$ cat config.mk
export PLATFORM = sky130hd
export DESIGN_NAME = swpf_isqrt
export DESIGN_NICKNAME = d
export VERILOG_FILES = /design/src/rtl/swpf_pkg.sv /design/src/rtl/swpf_isqrt.sv
export SDC_FILE = /design/constraint.sdc
export NUM_CORES = 1
export LEC_CHECK = 0
export BUFFER_PORTS_ARGS = -buffer_cell sky130_fd_sc_hd__buf_2
export CORE_ASPECT_RATIO = 0.5
export CORE_MARGIN = 5
export CORE_UTILIZATION = 45
export CTS_BUF_LIST = sky130_fd_sc_hd__clkbuf_8
export DETAILED_ROUTE_END_ITERATION = 12
export HOLD_SLACK_MARGIN = 0.03
export PLACE_DENSITY = 0.65
export SYNTH_ARGS = -nofsm -noshare
export SYNTH_HDL_FRONTEND = slang
export SYNTH_SLANG_ARGS = --single-unit
$ cat constraint.sdc
create_clock -name clk -period 6.42 [get_ports clk]
set_input_delay 0.642 -clock clk [delete_from_list [all_inputs] [get_ports clk]]
set_output_delay 0.642 -clock clk [all_outputs]
set_load 0.005 [all_outputs]
$ cat src/rtl/swpf_pkg.sv
// shared constants and types of the shortest-window peak finder
package swpf_pkg;

  // field widths
  localparam int TIME_BITS = 20;
  localparam int HIT_BITS  = 13;
  localparam int OUT_BITS  = TIME_BITS + 1;

  // hit count is clamped to this before the window length is derived
  localparam logic [HIT_BITS-1:0] MAX_HITS = 13'd4096;

  // isqrt(MAX_HITS) = 64 needs seven bits
  localparam int ROOT_BITS  = 7;
  localparam int STEP_BITS  = $clog2(ROOT_BITS);
  localparam int RING_DEPTH = 2 * (1 << (ROOT_BITS - 1)) + 1;
  localparam int ADDR_BITS  = $clog2(RING_DEPTH);

  // events of up to this many hits report the median
  localparam logic [2:0] SMALL_LIMIT = 3'd5;
  localparam logic [2:0] SMALL_SLOT_LAST = 3'd4;

  // median cases by number of stored hits
  localparam logic [2:0] MED_TWO  = 3'd2;
  localparam logic [2:0] MED_FOUR = 3'd4;

  typedef enum logic {
    ST_RUN,
    ST_ROOT
  } state_t;

  typedef struct packed {
    logic                start;
    logic [HIT_BITS-1:0] count;
  } root_req_t;

  typedef struct packed {
    logic                 done;
    logic [ROOT_BITS-1:0] root;
  } root_res_t;

endpackage

$ cat src/rtl/swpf_isqrt.sv
// serial integer square root, one result bit per cycle
module swpf_isqrt (
  input  logic                clk,
  input  logic                rst_n,
  input  swpf_pkg::root_req_t req,
  output swpf_pkg::root_res_t res
);

  logic                                busy_r, busy_nxt;
  logic                                done_r, done_nxt;
  logic [swpf_pkg::STEP_BITS-1:0]      step_r, step_nxt;
  logic [swpf_pkg::ROOT_BITS-1:0]      root_r, root_nxt;
  logic [swpf_pkg::HIT_BITS-1:0]       count_r, count_nxt;
  logic [swpf_pkg::ROOT_BITS-1:0]      trial;
  logic [2*swpf_pkg::ROOT_BITS-1:0]    trial_sq;

  // try setting the current bit, keep it when the square still fits
  assign trial    = root_r | (swpf_pkg::ROOT_BITS'(1) << step_r);
  assign trial_sq = trial * trial;

  always_comb begin
    busy_nxt  = busy_r;
    done_nxt  = 1'b0;
    step_nxt  = step_r;
    root_nxt  = root_r;
    count_nxt = count_r;
    if (req.start) begin
      busy_nxt  = 1'b1;
      step_nxt  = swpf_pkg::STEP_BITS'(swpf_pkg::ROOT_BITS - 1);
      root_nxt  = '0;
      count_nxt = req.count;
    end else if (busy_r) begin
      if (trial_sq <= (2*swpf_pkg::ROOT_BITS)'(count_r)) begin
        root_nxt = trial;
      end
      if (step_r == '0) begin
        busy_nxt = 1'b0;
        done_nxt = 1'b1;
      end else begin
        step_nxt = step_r - 1'b1;
      end
    end
  end

  always_ff @(posedge clk) begin
    if (!rst_n) begin
      busy_r <= 1'b0;
      done_r <= 1'b0;
    end else begin
      busy_r <= busy_nxt;
      done_r <= done_nxt;
    end
    step_r  <= step_nxt;
    root_r  <= root_nxt;
    count_r <= count_nxt;
  end

  assign res.done = done_r;
  assign res.root = root_r;

endmodule

# After elaboration in Yosys (flattened, before gate mapping)
# Index checks and enable logic that the tools add are counted.
[word_totals]
ff_bits = 25
inputBits = 16
output_inout_bits = 8
[classes]
n_addsub = 1
mul = 1
n_lt_le_gt_ge = 1
shifts = 1
n_mux = 4
n_bitwise = 4
n_reduce_logical = 4
[op_table]
columns = ["cell", "n"]
rows = [
  ["<= comparator 14 x 13 -> 1 bit", 1],
  ["multiplier 7 x 7 -> 14 bit", 1],
  ["OR 7 bit", 1],
  ["left shift 1 x 3 -> 7 bit, first input constant", 1],
  ["two-way mux 1 bit", 4],
  ["AND reduction 2 bit", 2],
  ["logical NOT 3 bit", 1],
  ["NOT 1 bit", 3],
  ["OR reduction 3 bit", 1],
  ["subtractor 3 x 1 -> 3 bit, second input constant", 1],
]

# Depth between registers and ports, before layout
[logic_depth]
word_depth = 5
depth_mapped = 29

# Least setup slack after synthesis
# Ideal clock, no wire load.
[synth_timing]
kind = "register -> register"
startpoint = "reg step_r[0] (netlist name)"
endpoint = "reg root_r[2] (netlist name)"
t_arrival_ps = 6075
t_required_ps = 6341
path_slack_ps = 266
stages_incl_launch_ff = 30
n_path_buf = 0
cell_sequence = "dfxtp_1 inv_1 ha_1 nor2b_2 or2_4 inv_6 or2_2 xnor2_1 ha_1 inv_1 fa_1 inv_1 fa_1 inv_1 fa_1 inv_1 ha_1 a21o_1 a2bb2oi_1 o211ai_1 a21o_1 a21oi_1 xnor2_1 ha_1 nand4_1 nor2_1 a21boi_0 o32ai_2 o31ai_1 a211oi_2"
[synth_between]
elab_chain_cells = 5
[synth_lines]
columns = ["element", "line", "source"]
rows = [
  ["start: declaration", "swpf_isqrt.sv:11", "logic [swpf_pkg::STEP_BITS-1:0] step_r, step_nxt;"],
  ["start signal: assignment", "swpf_isqrt.sv:53", "step_r <= step_nxt;"],
  ["left shift 1 x 3 -> 7 bit (*)", "swpf_isqrt.sv:18", "assign trial = root_r | (swpf_pkg::ROOT_BITS'(1) << step_r);"],
  ["OR 7 bit (*)", "swpf_isqrt.sv:18", ""],
  ["multiplier 7 x 7 -> 14 bit", "swpf_isqrt.sv:19", "assign trial_sq = trial * trial;"],
  ["<= comparator 14 x 13 -> 1 bit", "swpf_isqrt.sv:33", "if (trial_sq <= (2*swpf_pkg::ROOT_BITS)'(count_r)) begin"],
  ["AND reduction 2 bit (no source line)", "--", ""],
  ["end signal: assignment", "swpf_isqrt.sv:54", "root_r <= root_nxt;"],
  ["end: declaration", "swpf_isqrt.sv:12", "logic [swpf_pkg::ROOT_BITS-1:0] root_r, root_nxt;"],
]
# Every way passes the cells marked *; elsewhere a longest branch is shown, timed or not.
# A chain may end at the register's enable or synchronous reset.

# Worst setup path in the final report
[layout_timing]
startpoint = "reg step_r[1] (netlist name)"
endpoint = "reg root_r[1] (netlist name)"
# Same word-level chain as after synthesis.

==> metrics.md <==
| Metric | Value |
|---|---|
| Crit Reg-Reg Endpoint | root_r[1]$_SDFFE_PP0P_ |
| WL final | 6.15 mm |
| Worst Hold Class | reg -> reg |
| Finish-stage setup viols | 0 |
| Drt wl/cell | 15.5 um |
| Max incr delay on CP | 0.53 ns |
| Slew @ Worst Pin | 0.752 ns |
| Core area | 5630 um2 |
| Tmin final | 6.09 ns |
| Post-synth EDFFs | 13 |
| Critical path data required time | 6.59 ns |
| Port bufs | 23 |
| Root Driver | clkbuf_8 |
| Layout area overhead | 18.0% |
| Peak supply drop | 0.0935 mV |
| Antenna viol nets, final | 0 |
| Status | finished, final reports clean |
| Ports | 24 |
| Hold depth | 1 |
| GR Util met2 | 0.244 |
| Mapped Nets | 359 |
| Final worst setup slack | 0.331 ns |
| Max-slew violations | 0 |
| Chip width | 119 um |
| Vias in the first global route | 2,058 |
| Most frequent cells after synthesis | ha_1 (41), inv_1 (37), nor2_1 (34) |
| DP Area | 2940 um2 |
| Largest area contributor in the netlist | ha_1 |
| Hold endpoint | step_r[1]$_SDFFE_PP1P_ |
| MaxCap Viol Count | 0 |
| Mapped Area | 2700 um2 |
| Setup TNS | 0 ns |
| Synth warn | 0 |
| Asr flop ratio synth | 0 |
| Util after Layout | 0.565 |
| Busiest grt layer | met2 |
| Most used cell, CP | inv_1 |
| Antenna diodes | 0 |
| Clock-pin transition on the worst setup and hold timing paths | 0.10 ns |
| Slowest stage cell, crit path | fa_1 |
| Cell Pwr Density | 133 nW/um2 |
| Gp weighted congestion | 0.853 |
| CTS tree | yes |
| Post-synthesis sequential area ratio | 0.234 |
| Synthesized flop and latch total | 25 |
| Synth unique cells | 51 |
| Startpoint types | flop |
| Reg2reg path depth | 30 |
| Crit end category | flop |
| Rows | 19 |
| Leakage | 1.54 nW |
| Worst flop-to-flop path startpoint | step_r[1]$_SDFFE_PP1P_ |
| Post-Syn Instances | 289 |
| Clock sinks | 25 |
| First-pass GRT wire length | 9.75 mm |
| Routing usage on met3 | 0.0287 |
| Arr. time, crit path | 6.26 ns |
| M1 GR Usage | 0.229 |
| 1st-iter DRT viols | 72 |
| Synth Flop Type | edfxtp_1 |
| Buffer depth of the longest clock path | 2 |
| Avg Vias per Cell | 5.47 |
| Post-Syn Area per Cell | 9.33 um2 |
| DRC Markers | 0 |
| Crit Path Max Fanout | 8 |
| Final hold vios | 0 |
| Largest cells by area after synthesis | ha_1 (19%), edfxtp_1 (14%), fa_1 (9.6%) |
| # fillers | 496 |
| Hold wc startpoint | step_r[1]$_SDFFE_PP1P_ |
| Final Cell Area | 3180 um2 |
| Fmax | 164 MHz |
| Clock latency on the worst-skew pair | 0.27 ns |
| Starting density of the core | 0.479 |
| Sequential Area | 636 um2 |
| Num CTS Buffers | 3 |
| Share of the synthesized area in the top cell type | 0.190 |
| Die Area | 7740 um2 |
| Die Y | 64.8 um |
| Dpl ws | -0.145 ns |
| Initial antenna violation count | 0 |
| Placed Cells | 388 |
| Detailed-route via count | 2,168 |
| Period Utilization, post-route | 0.949 |
| DR pass1 iterations | 4 |
| Slew margin rel. | 0.499 |
| Most frequent cell after synthesis | ha_1 |
| Flop-to-flop setup slack | 0.33 ns |
| HPWL Detailed | 4.73 mm |
| Fin nets | 394 |
| GRT Util Overall | 0.154 |
| Footprint of the multi-input gates | 2030 um2 |
| Layout Skew | 0.0128 ns |
| GR Overflow Total | 0 |
| H-tree lvl count | 1 |
| Setup CP Type | reg -> reg |
| Largest net degree at the start of global routing | 26 |
| Share of cells above drive strength 1 | 0.257 |
| Non-filler cells, final | 396 |
==> cell type report <==
cell class | count | share of cell area
sequential | 25 | 0.200
tap | 73 | 0.0287
clock inverter | 1 | 0.00157
inverter | 39 | 0.0483
timing repair buffer | 36 | 0.0708
clock buffer | 3 | 0.0130
multi-input combinational | 219 | 0.638
==> stage by stage <==
stage | power (mW) | hold WS (ns)
floorplan | 0.274 | 0.473
global placement | 0.307 | 0.511
detailed placement | 0.311 | 0.532
CTS | 0.414 | 0.536
global route | 0.448 | 0.523
finish | 0.423 | 0.507
==> sequential cells by signal (all words and copies together) (netlist names) <==
signal and flops:
done_r 1, count_r 13, step_r 3, root_r 7, busy_r 1
==> timing repair <==
item                       4_1_cts  5_1_grt
resized for setup                4       27
hold buffers                     0        0
buffers inserted                 1        3
pin swaps                        1        5
setup endpoints to repair        7        7
==> per-layer routing <==
layer	up-vias	part of all wire	routed length, um
met3	2	0.031	191
met2	32	0.46	2830
li1	1086	-	-
met4	0	0.0016	10
met5	-	0	0
met1	1048	0.51	3120
==> power breakdown <==
part / internal (mW) / switching (mW)
Sequential: 0.179 / 0.00698
Combinational: 0.0618 / 0.0810
Clock: 0.0434 / 0.0507
Total: 0.284 / 0.139
==> worst max-delay path, delay by kind of cell, from the launching register on <==
| kind | cells | cell delay [ns] |
|---|---|---|
| fa+ha+maj | 7 | 2.62 |
| compound gates | 7 | 1.11 |
| simple gates | 7 | 1.11 |
| buf+inv | 7 | 0.51 |
| flops | 1 | 0.37 |
| xor+xnor | 2 | 0.28 |
==> cell families (layout without fill, tap and decap cells) <==
| logic type | after synthesis | in the layout | synth area share |
|---|---|---|---|
| DFF | 25 | 25 | 0.234 |
| AOI/OAI and AO/OA | 63 | 63 | 0.192 |
| adders and majority gates | 54 | 54 | 0.287 |
| and+or+nand+nor | 90 | 90 | 0.179 |
| xor gates and xnor gates | 12 | 12 | 0.0390 |
| buffers and inverters | 45 | 79 | 0.0696 |
==> worst max-delay path by stage <==
| stage | start | end | slack, ns |
|---|---|---|---|
| floorplan | step_r[0]$_SDFFE_PP0P_ | root_r[2]$_SDFFE_PP0P_ | 0.27 |
| global placement | step_r[0]$_SDFFE_PP0P_ | root_r[2]$_SDFFE_PP0P_ | 0.05 |
| detailed placement | step_r[0]$_SDFFE_PP0P_ | root_r[4]$_SDFFE_PP0P_ | -0.14 |
| CTS | step_r[0]$_SDFFE_PP0P_ | root_r[3]$_SDFFE_PP0P_ | 0.004 |
| global route | step_r[1]$_SDFFE_PP1P_ | root_r[1]$_SDFFE_PP0P_ | -0.002 |
| finish | step_r[1]$_SDFFE_PP1P_ | root_r[1]$_SDFFE_PP0P_ | 0.33 |
==> cells in the final DEF (no fill, tap or decap), drive strengths merged, types with 5 or more instances in the layout <==
master	n
nand2	10
a21oi	12
or2	6
o31ai	7
nor2b	6
buf	36
nor2	36
a211oi	14
nand3	5
edfxtp	13
nor3	10
inv	39
ha	41
a21o	5
o21ai	7
xnor2	9
dfxtp	12
fa	13
No activity file was read; power rests on OpenSTA's default activity.
